===== src/hw/rtl/lap_pkg.sv =====
package lap_pkg;

  localparam int PHASE_BITS = 24;
  localparam int SINE_BITS  = 10;
  localparam int MAX_STAGES = 8;
  localparam int STG_W      = $clog2(MAX_STAGES);
  localparam int STG_CNT_W  = 4;
  localparam int U_SHIFT    = 18 - SINE_BITS;

  localparam int SMP_W      = 16;
  localparam int ACC_W      = 24;
  localparam int MUL_A_W    = 25;
  localparam int MUL_B_W    = 18;
  localparam int PROD_W     = MUL_A_W + MUL_B_W;

  localparam int CFG_IDX_W  = 3;
  localparam int CFG_DATA_W = 23;

  // register indexes
  localparam logic [CFG_IDX_W-1:0] REG_PHASE_STEP    = 3'd0;
  localparam logic [CFG_IDX_W-1:0] REG_MOD_DEPTH     = 3'd1;
  localparam logic [CFG_IDX_W-1:0] REG_FEEDBACK_GAIN = 3'd2;
  localparam logic [CFG_IDX_W-1:0] REG_WET_MIX       = 3'd3;
  localparam logic [CFG_IDX_W-1:0] REG_STAGES_IN_USE = 3'd4;

  typedef struct packed {
    logic [22:0]        phase_step;
    logic [15:0]        mod_depth;
    logic signed [15:0] feedback_gain;
    logic [15:0]        wet_mix;
    logic [3:0]         stages_in_use;
  } cfg_t;

  // multiplier operand pairs
  typedef logic [3:0] mul_op_t;
  localparam mul_op_t MUL_NONE = 4'd0;
  localparam mul_op_t MUL_UU   = 4'd1;
  localparam mul_op_t MUL_U2K  = 4'd2;
  localparam mul_op_t MUL_TU2  = 4'd3;
  localparam mul_op_t MUL_TU   = 4'd4;
  localparam mul_op_t MUL_FB   = 4'd5;
  localparam mul_op_t MUL_DL   = 4'd6;
  localparam mul_op_t MUL_TK   = 4'd7;
  localparam mul_op_t MUL_NAX  = 4'd8;
  localparam mul_op_t MUL_AY   = 4'd9;
  localparam mul_op_t MUL_DRY  = 4'd10;
  localparam mul_op_t MUL_XW   = 4'd11;

  // writeback operations, all but WB_NONE and WB_LW consume the product register
  typedef logic [3:0] wb_op_t;
  localparam wb_op_t WB_NONE = 4'd0;
  localparam wb_op_t WB_U2   = 4'd1;
  localparam wb_op_t WB_T1   = 4'd2;
  localparam wb_op_t WB_T2   = 4'd3;
  localparam wb_op_t WB_LFO  = 4'd4;
  localparam wb_op_t WB_X    = 4'd5;
  localparam wb_op_t WB_DL   = 4'd6;
  localparam wb_op_t WB_A    = 4'd7;
  localparam wb_op_t WB_Y    = 4'd8;
  localparam wb_op_t WB_S    = 4'd9;
  localparam wb_op_t WB_LW   = 4'd10;
  localparam wb_op_t WB_ACC  = 4'd11;
  localparam wb_op_t WB_OUT  = 4'd12;

  typedef struct packed {
    mul_op_t mul_op;
    wb_op_t  wb_op;
    logic    jump;
    logic    last;
  } ctrl_t;

  typedef struct packed {
    logic  en;
    ctrl_t cw;
  } seq_t;

  localparam int STEP_W = 5;
  localparam logic [STEP_W-1:0] LOOP_STEP = 5'd12;

  localparam logic [16:0] K_SIN_C = 17'd4926;
  localparam logic [16:0] K_T1    = 17'd42334;
  localparam logic [16:0] K_T2    = 17'd102944;
  localparam logic [16:0] K_DEPTH = 17'd52429;
  localparam logic [15:0] K_A_MIN = 16'd6554;
  localparam logic [16:0] UNIT    = 17'h10000;

  localparam logic signed [15:0] FB_LIMIT = 16'sd31130;

  function automatic ctrl_t mk(input mul_op_t m, input wb_op_t w, input logic j,
                               input logic l);
    ctrl_t c;
    c.mul_op = m;
    c.wb_op  = w;
    c.jump   = j;
    c.last   = l;
    return c;
  endfunction

  // microprogram: sine polynomial, feedback, coefficient, section loop, mix
  function automatic ctrl_t lap_ucode(input logic [STEP_W-1:0] step);
    ctrl_t c;
    unique case (step)
      5'd0:    c = mk(MUL_UU,   WB_NONE, 1'b0, 1'b0);
      5'd1:    c = mk(MUL_NONE, WB_U2,   1'b0, 1'b0);
      5'd2:    c = mk(MUL_U2K,  WB_NONE, 1'b0, 1'b0);
      5'd3:    c = mk(MUL_NONE, WB_T1,   1'b0, 1'b0);
      5'd4:    c = mk(MUL_TU2,  WB_NONE, 1'b0, 1'b0);
      5'd5:    c = mk(MUL_NONE, WB_T2,   1'b0, 1'b0);
      5'd6:    c = mk(MUL_TU,   WB_NONE, 1'b0, 1'b0);
      5'd7:    c = mk(MUL_FB,   WB_LFO,  1'b0, 1'b0);
      5'd8:    c = mk(MUL_DL,   WB_X,    1'b0, 1'b0);
      5'd9:    c = mk(MUL_NONE, WB_DL,   1'b0, 1'b0);
      5'd10:   c = mk(MUL_TK,   WB_NONE, 1'b0, 1'b0);
      5'd11:   c = mk(MUL_NONE, WB_A,    1'b0, 1'b0);
      5'd12:   c = mk(MUL_NAX,  WB_NONE, 1'b0, 1'b0);
      5'd13:   c = mk(MUL_NONE, WB_Y,    1'b0, 1'b0);
      5'd14:   c = mk(MUL_AY,   WB_NONE, 1'b0, 1'b0);
      5'd15:   c = mk(MUL_NONE, WB_S,    1'b1, 1'b0);
      5'd16:   c = mk(MUL_DRY,  WB_LW,   1'b0, 1'b0);
      5'd17:   c = mk(MUL_XW,   WB_ACC,  1'b0, 1'b0);
      5'd18:   c = mk(MUL_NONE, WB_OUT,  1'b0, 1'b1);
      default: c = mk(MUL_NONE, WB_NONE, 1'b0, 1'b0);
    endcase
    return c;
  endfunction

  function automatic logic signed [23:0] sat24(input logic signed [31:0] v);
    logic signed [23:0] r;
    if (v > 32'sd8388607) begin
      r = 24'sh7FFFFF;
    end else if (v < -32'sd8388608) begin
      r = 24'sh800000;
    end else begin
      r = v[23:0];
    end
    return r;
  endfunction

  function automatic logic signed [15:0] sat16(input logic signed [31:0] v);
    logic signed [15:0] r;
    if (v > 32'sd32767) begin
      r = 16'sh7FFF;
    end else if (v < -32'sd32768) begin
      r = 16'sh8000;
    end else begin
      r = v[15:0];
    end
    return r;
  endfunction

endpackage


===== src/hw/rtl/lap_if.sv =====
interface lap_in_if;
  import lap_pkg::*;
  logic                   valid;
  logic                   ready;
  logic signed [SMP_W-1:0] sample_in;
  modport source (output valid, output sample_in, input ready);
  modport sink   (input valid, input sample_in, output ready);
endinterface

interface lap_out_if;
  import lap_pkg::*;
  logic                   valid;
  logic                   ready;
  logic signed [SMP_W-1:0] sample_out;
  modport source (output valid, output sample_out, input ready);
  modport sink   (input valid, input sample_out, output ready);
endinterface


===== src/hw/rtl/lap_cfg_regs.sv =====
module lap_cfg_regs (
  input  logic                             clk,
  input  logic                             rst_n,
  input  logic                             cfg_we,
  input  logic [lap_pkg::CFG_IDX_W-1:0]    cfg_idx,
  input  logic [lap_pkg::CFG_DATA_W-1:0]   cfg_wdata,
  output lap_pkg::cfg_t                    cfg
);
  import lap_pkg::*;

  cfg_t cfg_r;

  always_ff @(posedge clk) begin
    if (!rst_n) begin
      cfg_r.phase_step    <= 23'd133;
      cfg_r.mod_depth     <= 16'd45875;
      cfg_r.feedback_gain <= 16'sd6554;
      cfg_r.wet_mix       <= 16'd32768;
      cfg_r.stages_in_use <= 4'd4;
    end else if (cfg_we) begin
      unique case (cfg_idx)
        REG_PHASE_STEP:    cfg_r.phase_step    <= cfg_wdata;
        REG_MOD_DEPTH:     cfg_r.mod_depth     <= cfg_wdata[15:0];
        REG_FEEDBACK_GAIN: cfg_r.feedback_gain <= $signed(cfg_wdata[15:0]);
        REG_WET_MIX:       cfg_r.wet_mix       <= cfg_wdata[15:0];
        REG_STAGES_IN_USE: cfg_r.stages_in_use <= cfg_wdata[3:0];
        default: ;
      endcase
    end
  end

  assign cfg = cfg_r;

endmodule


===== src/hw/rtl/lap_seq.sv =====
module lap_seq (
  input  logic          clk,
  input  logic          rst_n,
  input  logic          start,
  input  logic          more,
  input  logic          out_free,
  output logic          busy,
  output lap_pkg::seq_t seq
);
  import lap_pkg::*;

  logic              busy_r, busy_nxt;
  logic [STEP_W-1:0] step_r, step_nxt;
  ctrl_t             cw;
  logic              en;

  assign cw = lap_ucode(step_r);
  // the last step holds until the output register can take the sample
  assign en = busy_r && !(cw.last && !out_free);

  always_comb begin
    busy_nxt = busy_r;
    step_nxt = step_r;
    if (start) begin
      busy_nxt = 1'b1;
      step_nxt = '0;
    end else if (en) begin
      priority if (cw.last) begin
        busy_nxt = 1'b0;
      end else if (cw.jump && more) begin
        step_nxt = LOOP_STEP;
      end else begin
        step_nxt = step_r + 1'b1;
      end
    end
  end

  always_ff @(posedge clk) begin
    if (!rst_n) begin
      busy_r <= 1'b0;
      step_r <= '0;
    end else begin
      busy_r <= busy_nxt;
      step_r <= step_nxt;
    end
  end

  assign busy   = busy_r;
  assign seq.en = en;
  assign seq.cw = cw;

endmodule


===== src/hw/rtl/lap_dp.sv =====
module lap_dp (
  input  logic                             clk,
  input  logic                             rst_n,
  input  logic                             start,
  input  logic signed [lap_pkg::SMP_W-1:0] sample_in,
  input  lap_pkg::cfg_t                    cfg,
  input  lap_pkg::seq_t                    seq,
  input  logic                             out_ready,
  output logic                             more,
  output logic                             out_valid,
  output logic signed [lap_pkg::SMP_W-1:0] sample_out
);
  import lap_pkg::*;

  // state cleared at reset
  logic [PHASE_BITS-1:0]     ph_r;
  logic signed [SMP_W-1:0]   lw_r;
  logic signed [ACC_W-1:0]   mem_r [MAX_STAGES];
  logic                      out_valid_r;

  // working registers
  logic signed [SMP_W-1:0]   dry_r;
  logic [16:0]               u_r, u2_r, t_r;
  logic                      q_hi_r;
  logic [15:0]               a_r;
  logic signed [ACC_W-1:0]   x_r, y_r;
  logic [STG_W-1:0]          st_r;
  logic signed [PROD_W-1:0]  p_r, acc_r;
  logic signed [SMP_W-1:0]   out_r;

  logic [SINE_BITS-1:0]      idx;
  logic [SINE_BITS-3:0]      pos;
  logic [16:0]               u_raw, u_start;
  logic [STG_CNT_W-1:0]      stg_eff;
  logic [22:0]               step_eff;
  logic signed [15:0]        fbc;
  logic [16:0]               dry_share;
  logic signed [MUL_A_W-1:0] mul_a;
  logic signed [MUL_B_W-1:0] mul_b;
  logic signed [MUL_B_W-1:0] neg_a;
  logic [17:0]               s18;
  logic [16:0]               s_c;
  logic [17:0]               l_sum;
  logic [15:0]               lfo;
  logic signed [23:0]        x_nxt, s_nxt;
  logic signed [PROD_W:0]    mix_sum;
  logic                      fin;

  // quarter-wave position from the phase
  assign idx     = ph_r[PHASE_BITS-1 -: SINE_BITS];
  assign pos     = idx[SINE_BITS-3:0];
  assign u_raw   = 17'(pos) << U_SHIFT;
  assign u_start = idx[SINE_BITS-2] ? 17'(UNIT - u_raw) : u_raw;

  always_comb begin
    if (cfg.stages_in_use == '0) begin
      stg_eff = STG_CNT_W'(1);
    end else if (cfg.stages_in_use > STG_CNT_W'(MAX_STAGES)) begin
      stg_eff = STG_CNT_W'(MAX_STAGES);
    end else begin
      stg_eff = cfg.stages_in_use;
    end
  end

  assign more     = (STG_CNT_W'(st_r) + STG_CNT_W'(1)) < stg_eff;
  assign step_eff = (cfg.phase_step == '0) ? 23'd1 : cfg.phase_step;

  always_comb begin
    if (cfg.feedback_gain > FB_LIMIT) begin
      fbc = FB_LIMIT;
    end else if (cfg.feedback_gain < -FB_LIMIT) begin
      fbc = -FB_LIMIT;
    end else begin
      fbc = cfg.feedback_gain;
    end
  end

  assign dry_share = 17'(UNIT - {1'b0, cfg.wet_mix});
  assign neg_a     = 18'sd0 - $signed({2'b00, a_r});

  always_comb begin
    unique case (seq.cw.mul_op)
      MUL_UU:  begin mul_a = $signed({8'b0, u_r});  mul_b = $signed({1'b0, u_r});   end
      MUL_U2K: begin mul_a = $signed({8'b0, u2_r}); mul_b = $signed({1'b0, K_SIN_C}); end
      MUL_TU2: begin mul_a = $signed({8'b0, t_r});  mul_b = $signed({1'b0, u2_r});  end
      MUL_TU:  begin mul_a = $signed({8'b0, t_r});  mul_b = $signed({1'b0, u_r});   end
      MUL_FB:  begin mul_a = MUL_A_W'(lw_r);        mul_b = MUL_B_W'(fbc);          end
      MUL_DL:  begin
        mul_a = $signed({9'b0, cfg.mod_depth});
        mul_b = $signed({1'b0, t_r});
      end
      MUL_TK:  begin mul_a = $signed({8'b0, t_r});  mul_b = $signed({1'b0, K_DEPTH}); end
      MUL_NAX: begin mul_a = MUL_A_W'(x_r);         mul_b = neg_a;                  end
      MUL_AY:  begin mul_a = MUL_A_W'(y_r);         mul_b = $signed({2'b00, a_r});  end
      MUL_DRY: begin mul_a = MUL_A_W'(dry_r);       mul_b = $signed({1'b0, dry_share}); end
      MUL_XW:  begin mul_a = MUL_A_W'(x_r);         mul_b = $signed({2'b00, cfg.wet_mix}); end
      default: begin mul_a = '0;                    mul_b = '0;                     end
    endcase
  end

  // lfo = (1 +/- sine) / 2, sine capped at one
  assign s18   = p_r[33:16];
  assign s_c   = (s18 > 18'd65536) ? UNIT : s18[16:0];
  assign l_sum = q_hi_r ? ({1'b0, UNIT} - {1'b0, s_c}) : ({1'b0, UNIT} + {1'b0, s_c});
  assign lfo   = (l_sum[17:1] > 17'd65535) ? 16'hFFFF : l_sum[16:1];

  assign x_nxt   = sat24(32'(dry_r) + 32'($signed(p_r[PROD_W-1:15])));
  assign s_nxt   = sat24(32'(x_r) + 32'($signed(p_r[PROD_W-1:16])));
  assign mix_sum = (PROD_W+1)'(acc_r) + (PROD_W+1)'(p_r);

  assign fin = seq.en && (seq.cw.wb_op == WB_OUT);

  always_ff @(posedge clk) begin
    if (!rst_n) begin
      ph_r        <= '0;
      lw_r        <= '0;
      out_valid_r <= 1'b0;
      for (int i = 0; i < MAX_STAGES; i++) begin
        mem_r[i] <= '0;
      end
    end else begin
      if (fin) begin
        out_valid_r <= 1'b1;
        ph_r        <= ph_r + PHASE_BITS'(step_eff);
      end else if (out_ready) begin
        out_valid_r <= 1'b0;
      end
      if (seq.en && seq.cw.wb_op == WB_S) begin
        mem_r[st_r] <= s_nxt;
      end
      if (seq.en && seq.cw.wb_op == WB_LW) begin
        lw_r <= sat16(32'(x_r));
      end
    end
  end

  always_ff @(posedge clk) begin
    if (start) begin
      dry_r  <= sample_in;
      u_r    <= u_start;
      q_hi_r <= idx[SINE_BITS-1];
    end
    if (seq.en) begin
      if (seq.cw.mul_op != MUL_NONE) begin
        p_r <= PROD_W'(mul_a) * PROD_W'(mul_b);
      end
      unique case (seq.cw.wb_op)
        WB_U2:  u2_r <= p_r[32:16];
        WB_T1:  t_r  <= K_T1 - p_r[32:16];
        WB_T2:  t_r  <= K_T2 - p_r[32:16];
        WB_LFO: t_r  <= {1'b0, lfo};
        WB_X:   x_r  <= x_nxt;
        WB_DL:  t_r  <= {1'b0, p_r[31:16]};
        WB_A: begin
          a_r  <= K_A_MIN + p_r[31:16];
          st_r <= '0;
        end
        WB_Y:   y_r  <= sat24(32'($signed(p_r[PROD_W-1:16])) + 32'(mem_r[st_r]));
        WB_S: begin
          x_r  <= y_r;
          st_r <= st_r + 1'b1;
        end
        WB_ACC: acc_r <= p_r;
        WB_OUT: out_r <= sat16(32'($signed(mix_sum[PROD_W:16])));
        default: ;
      endcase
    end
  end

  assign out_valid  = out_valid_r;
  assign sample_out = out_r;

endmodule


===== src/hw/rtl/lfo_allpass_phaser.sv =====
// Channel  Dir  Payload                     Transfer
// in_ch    in   sample_in  (s16, Q1.15)     valid && ready
// out_ch   out  sample_out (s16, Q1.15)     valid && ready
// cfg      in   cfg_idx, cfg_wdata (23b)    cfg_we
//
// Each item runs the microprogram after its transfer, with N = sections in use (1..8):
// one step per cycle, unless the final step stalls, around a single 25x18 multiplier,
// four steps per allpass section, looped N times. A new input is taken the cycle after the
// program ends. The output register lets the next item start while a result
// waits; the final step stalls only if that register is still full.
// Reset (rst_n low, synchronous) restores the registers and clears phase,
// feedback and section memories.
module lfo_allpass_phaser (
  input  logic                            clk,
  input  logic                            rst_n,
  lap_in_if.sink                          in_ch,
  lap_out_if.source                       out_ch,
  input  logic                            cfg_we,
  input  logic [lap_pkg::CFG_IDX_W-1:0]   cfg_idx,
  input  logic [lap_pkg::CFG_DATA_W-1:0]  cfg_wdata
);
  import lap_pkg::*;

  cfg_t cfg;
  seq_t seq;
  logic busy;
  logic start;
  logic more;
  logic out_valid;
  logic out_free;

  assign start    = in_ch.valid && !busy;
  assign out_free = !out_valid || out_ch.ready;

  lap_cfg_regs u_cfg (
    .clk       (clk),
    .rst_n     (rst_n),
    .cfg_we    (cfg_we),
    .cfg_idx   (cfg_idx),
    .cfg_wdata (cfg_wdata),
    .cfg       (cfg)
  );

  lap_seq u_seq (
    .clk      (clk),
    .rst_n    (rst_n),
    .start    (start),
    .more     (more),
    .out_free (out_free),
    .busy     (busy),
    .seq      (seq)
  );

  lap_dp u_dp (
    .clk        (clk),
    .rst_n      (rst_n),
    .start      (start),
    .sample_in  (in_ch.sample_in),
    .cfg        (cfg),
    .seq        (seq),
    .out_ready  (out_ch.ready),
    .more       (more),
    .out_valid  (out_valid),
    .sample_out (out_ch.sample_out)
  );

  assign in_ch.ready  = !busy;
  assign out_ch.valid = out_valid;

endmodule


===== src/flat_wrapper.sv =====
// flat-port wrapper written by rule: the top's interface ports become plain ports
module lfo_allpass_phaser_flat import lap_pkg::*;
  (clk, rst_n, cfg_we, cfg_idx, cfg_wdata, in_ch_valid, in_ch_sample_in, in_ch_ready, out_ch_valid, out_ch_sample_out, out_ch_ready);
  lap_in_if in_ch_i ();
  lap_out_if out_ch_i ();
  input  logic clk;
  input  logic rst_n;
  input  logic cfg_we;
  input  logic [lap_pkg::CFG_IDX_W-1:0] cfg_idx;
  input  logic [lap_pkg::CFG_DATA_W-1:0] cfg_wdata;
  input wire logic [$bits(in_ch_i.valid)-1:0] in_ch_valid;
  input wire logic [$bits(in_ch_i.sample_in)-1:0] in_ch_sample_in;
  output wire logic [$bits(in_ch_i.ready)-1:0] in_ch_ready;
  output wire logic [$bits(out_ch_i.valid)-1:0] out_ch_valid;
  output wire logic [$bits(out_ch_i.sample_out)-1:0] out_ch_sample_out;
  input wire logic [$bits(out_ch_i.ready)-1:0] out_ch_ready;
  assign in_ch_i.valid = in_ch_valid;
  assign in_ch_i.sample_in = in_ch_sample_in;
  assign in_ch_ready = in_ch_i.ready;
  assign out_ch_valid = out_ch_i.valid;
  assign out_ch_sample_out = out_ch_i.sample_out;
  assign out_ch_i.ready = out_ch_ready;
  lfo_allpass_phaser u_core (.clk(clk), .rst_n(rst_n), .in_ch(in_ch_i), .out_ch(out_ch_i), .cfg_we(cfg_we), .cfg_idx(cfg_idx), .cfg_wdata(cfg_wdata));
endmodule

===== config.mk =====
export PLATFORM = sky130hd
export DESIGN_NAME = lfo_allpass_phaser_flat
export DESIGN_NICKNAME = d
export VERILOG_FILES = /design/src/hw/rtl/lap_pkg.sv /design/src/hw/rtl/lap_if.sv /design/src/hw/rtl/lap_cfg_regs.sv /design/src/hw/rtl/lap_seq.sv /design/src/hw/rtl/lap_dp.sv /design/src/hw/rtl/lfo_allpass_phaser.sv /design/src/flat_wrapper.sv
export SDC_FILE = /design/constraint.sdc
export NUM_CORES = 2
export LEC_CHECK = 0
export BUFFER_PORTS_ARGS = -buffer_cell sky130_fd_sc_hd__buf_2
export CORE_MARGIN = 3
export CORE_UTILIZATION = 28
export DETAILED_ROUTE_END_ITERATION = 8
export GPL_TIMING_DRIVEN = 0
export SLEW_MARGIN = 20
export SYNTH_ARGS = -nofsm -noshare
export SYNTH_HDL_FRONTEND = slang
export SYNTH_HIERARCHICAL = 1
export SYNTH_SLANG_ARGS = --single-unit

===== constraint.sdc =====
create_clock -name clk -period 22.8 [get_ports clk]
set_input_delay 2.28 -clock clk [delete_from_list [all_inputs] [get_ports clk]]
set_output_delay 2.28 -clock clk [all_outputs]
set_load 0.05 [all_outputs]

==> metrics <==
outcome=complete, no violations; via/cell ratio=5.14; Cell variety after synth=93; Max Cap Viol=0; H-tree Lvls=2; fillcell total=17591; CP max stage cell=nor3_1; Crit path largest cell delay=0.94 ns; Total Routing Usage GR=0.179; Hold-fix buffers, CTS=0; part of the power in registers=0.423; Power Density=52.2 nW/um^2; CP max FO=10; Max Slew Vio Count=0; worst slack, placed=11.56 ns; Initial Util=0.283; post-layout minimum cycle time=11.68 ns; GPL Wtd Cong=0.974; Sink Count=556; Max Freq=0.0856 GHz; Comb power frac=0.224; worst relative slew slack=0.181; ys async rst share=0; Die Ht=421 um; DP Cell Count=7365; Initial DRC Count=3549; Post-CTS Setup Bufs=0; Worst-path clk slew=0.06 ns; WL/cell=21.4 um; P_sw=0.892 mW; Seq cells post-synth=556; initial antenna violation count=1; post-synthesis sequential area ratio=0.318; total CTS buffers=59; Synth Area in Adders=0.253; Final Hold Fails=0; row count=151; final wirelength=160 mm; Fin Hold WS=0.462 ns; post-route ant nets=0; Ys Warns=6; post-route setup slack=11.12 ns; CTS root buf=clkbuf_16; worst-skew pair later-pin latency=0.71 ns; setup_tns=0 ns; total power=2.81 mW; worst min path class=reg2reg; Die X=421 um; Gates resized, CTS repair=0; most used cell, CP=fa_1; WP data required=23.19 ns; number of global-route vias before repair=38704; mux cell area share after synthesis=0.0456; clock power share=0.353; area fraction in compound gates after synthesis=0.131; drt pass-1 iters=7; fin area=53700 um^2; Area Growth Syn to Fin=11.5%; Post-Route Utilization=0.316; critical path class=reg2reg; Mapped Cells=4985; core area=170000 um^2; Post-Layout Cell Count=7476; Post-synth EDFFs=421; global route overflow=0; Bufs on Longest Clock Path=3; crit path launch type=flip-flop; final period utilization=0.512; P_int=1.91 mW; first-pass GRT wire length=241 mm; critical path endpoint category=flip-flop; die area=177000 um^2; Pleak=22.4 nW; HPWL Detailed=128 mm; critical path arrival=12.07 ns; switch share=0.318; I/O pin total=65; DRC Markers=0; CTS tree=yes; simple-gate portion of the synthesized area=0.149; largest net degree at the start of global routing=30; post-synthesis net count=5746; Nets=5893; via count=38449; RSZ-0062 raised after global routing=false; XOR/XNOR Fraction of Synth Area=0.0364; antenna diode count=0; Clock Skews=0.0832 ns; final setup violation count=0; placed cell areas=51700 um^2; Top FF cell, synth=edfxtp_1; # port buffers=64; Least-Margin Pin Slew=1.23 ns; Mapped Avg Cell Area=9.66 um^2; share of layout cells above drive strength 1=0.0652; Peak VDD IR=0.0695 mV; largest family of logic cells by synthesized area=adder cells; synthesized area=48200 um^2
==> worst paths after layout <==
path	start	endpoint	slack [ns]	cells past startpoint
setup / recovery	u_core/u_seq/cw[9]$_DFF_P_	u_core/u_dp/p_r[42]$_DFFE_PP_	11.12	30
hold / removal	u_core/u_dp/p_r[2]$_DFFE_PP_	u_core/u_dp/acc_r[2]$_DFFE_PP_	0.46	0
setup reg to reg	u_core/u_seq/cw[9]$_DFF_P_	u_core/u_dp/p_r[42]$_DFFE_PP_	11.12	30
hold reg to reg	u_core/u_dp/p_r[2]$_DFFE_PP_	u_core/u_dp/acc_r[2]$_DFFE_PP_	0.46	0
==> worst max-delay path, delay by kind of cell, from the launching register on <==
| kind | cells | cell delay, ns |
|---|---|---|
| simple gates | 6 | 2.07 |
| flops | 1 | 0.38 |
| buf+inv | 6 | 1.71 |
| compound gates | 10 | 3.38 |
| fa+ha+maj | 7 | 3.70 |
| xor+xnor | 1 | 0.08 |
==> power by group through the flow <==
stage / logic [mW] / clock network (mW) / registers, mW
global route: 0.696 / 1.05 / 1.19
finish: 0.630 / 0.990 / 1.19
CTS: 0.623 / 1.01 / 1.19
global placement: 0.609 / 0 / 1.21
detailed placement: 0.617 / 0 / 1.21
floorplan: 0.441 / 0 / 1.17
==> Yosys cell counts (all sizes together) (30+ instances only) <==
cell type | count | area [um^2]
or3 | 30 | 188
o211ai | 33 | 248
mux2i | 80 | 801
o21ai | 192 | 961
nor3 | 61 | 310
nand2b | 38 | 238
edfxtp | 421 | 12600
nor2 | 531 | 2000
mux4 | 48 | 1080
dfxtp | 135 | 2700
nand2 | 560 | 2100
xor2 | 59 | 517
o22ai | 31 | 194
xnor2 | 141 | 1230
nand4 | 39 | 244
a21oi | 206 | 1030
a21o | 80 | 601
nand3 | 71 | 355
ha | 278 | 3480
and2 | 55 | 344
a31oi | 36 | 225
nor2b | 73 | 457
a21boi | 32 | 240
a211oi | 46 | 345
clkbuf | 199 | 747
inv | 615 | 2310
fa | 436 | 8730
==> layout make-up <==
| type | instances | area, um^2 | share of cell area |
|---|---|---|---|
| clock inverters | 34 | 372 | 0.00692 |
| flip-flops and latches | 556 | 15300 | 0.286 |
| plain buffers | 228 | 907 | 0.0169 |
| inverters | 615 | 2310 | 0.0430 |
| multi-input cells | 3586 | 29700 | 0.554 |
| well taps | 2295 | 2870 | 0.0535 |
| clock buffers | 76 | 1640 | 0.0304 |
| repair buffers | 86 | 543 | 0.0101 |
==> logic make-up after synthesis <==
| group | Yosys count |
|---|---|
| multiplexers | 156 |
| AO/OA/AOI/OAI | 935 |
| adder cells (fa/ha/maj) | 714 |
| buffers and inverters | 843 |
| XOR/XNOR | 200 |
| flip-flops | 556 |
| AND/OR/NAND/NOR | 1581 |
==> state kept, by name, indices dropped and copies added, names as in the netlist, 24 cells and up, named ones only <==
register / count
u_core/u_cfg/cfg: 75
u_core/u_dp/acc_r: 43
u_core/u_dp/mem_r: 192
u_core/u_dp/p_r: 43
u_core/u_dp/ph_r: 24
u_core/u_dp/x_r: 24
u_core/u_dp/y_r: 24
==> cell usage in the layout (no fill, tap or decap), types with 29 or more instances in the layout <==
master     instances
nand2b_1          38
and2_1            55
edfxtp_1         421
buf_2             78
o211ai_1          33
o21a_1            29
mux2i_1           80
a31oi_1           36
mux4_2            48
fa_1             436
clkbuf_1         209
nor3_1            56
xor2_1            59
a211oi_1          43
a21o_1            80
nor2_1           529
nand3_1           71
nand2_1          551
a21boi_0          31
a21oi_1          204
inv_1            614
xnor2_1          141
clkbuf_16         62
or3_1             30
nand4_1           39
ha_1             278
o21ai_0          189
a22oi_1           29
nor2b_1           72
o22ai_1           31
dfxtp_1          135
==> routing by layer <==
metal	GRT usage	wire [um]	vias to the layer above
li1	-	-	17410
met1	0.231	65900	19309
met2	0.298	74700	1431
met3	0.0210	10300	299
met4	0.0876	9060	0
met5	0	0	-
(Power assumes the default switching activity.)
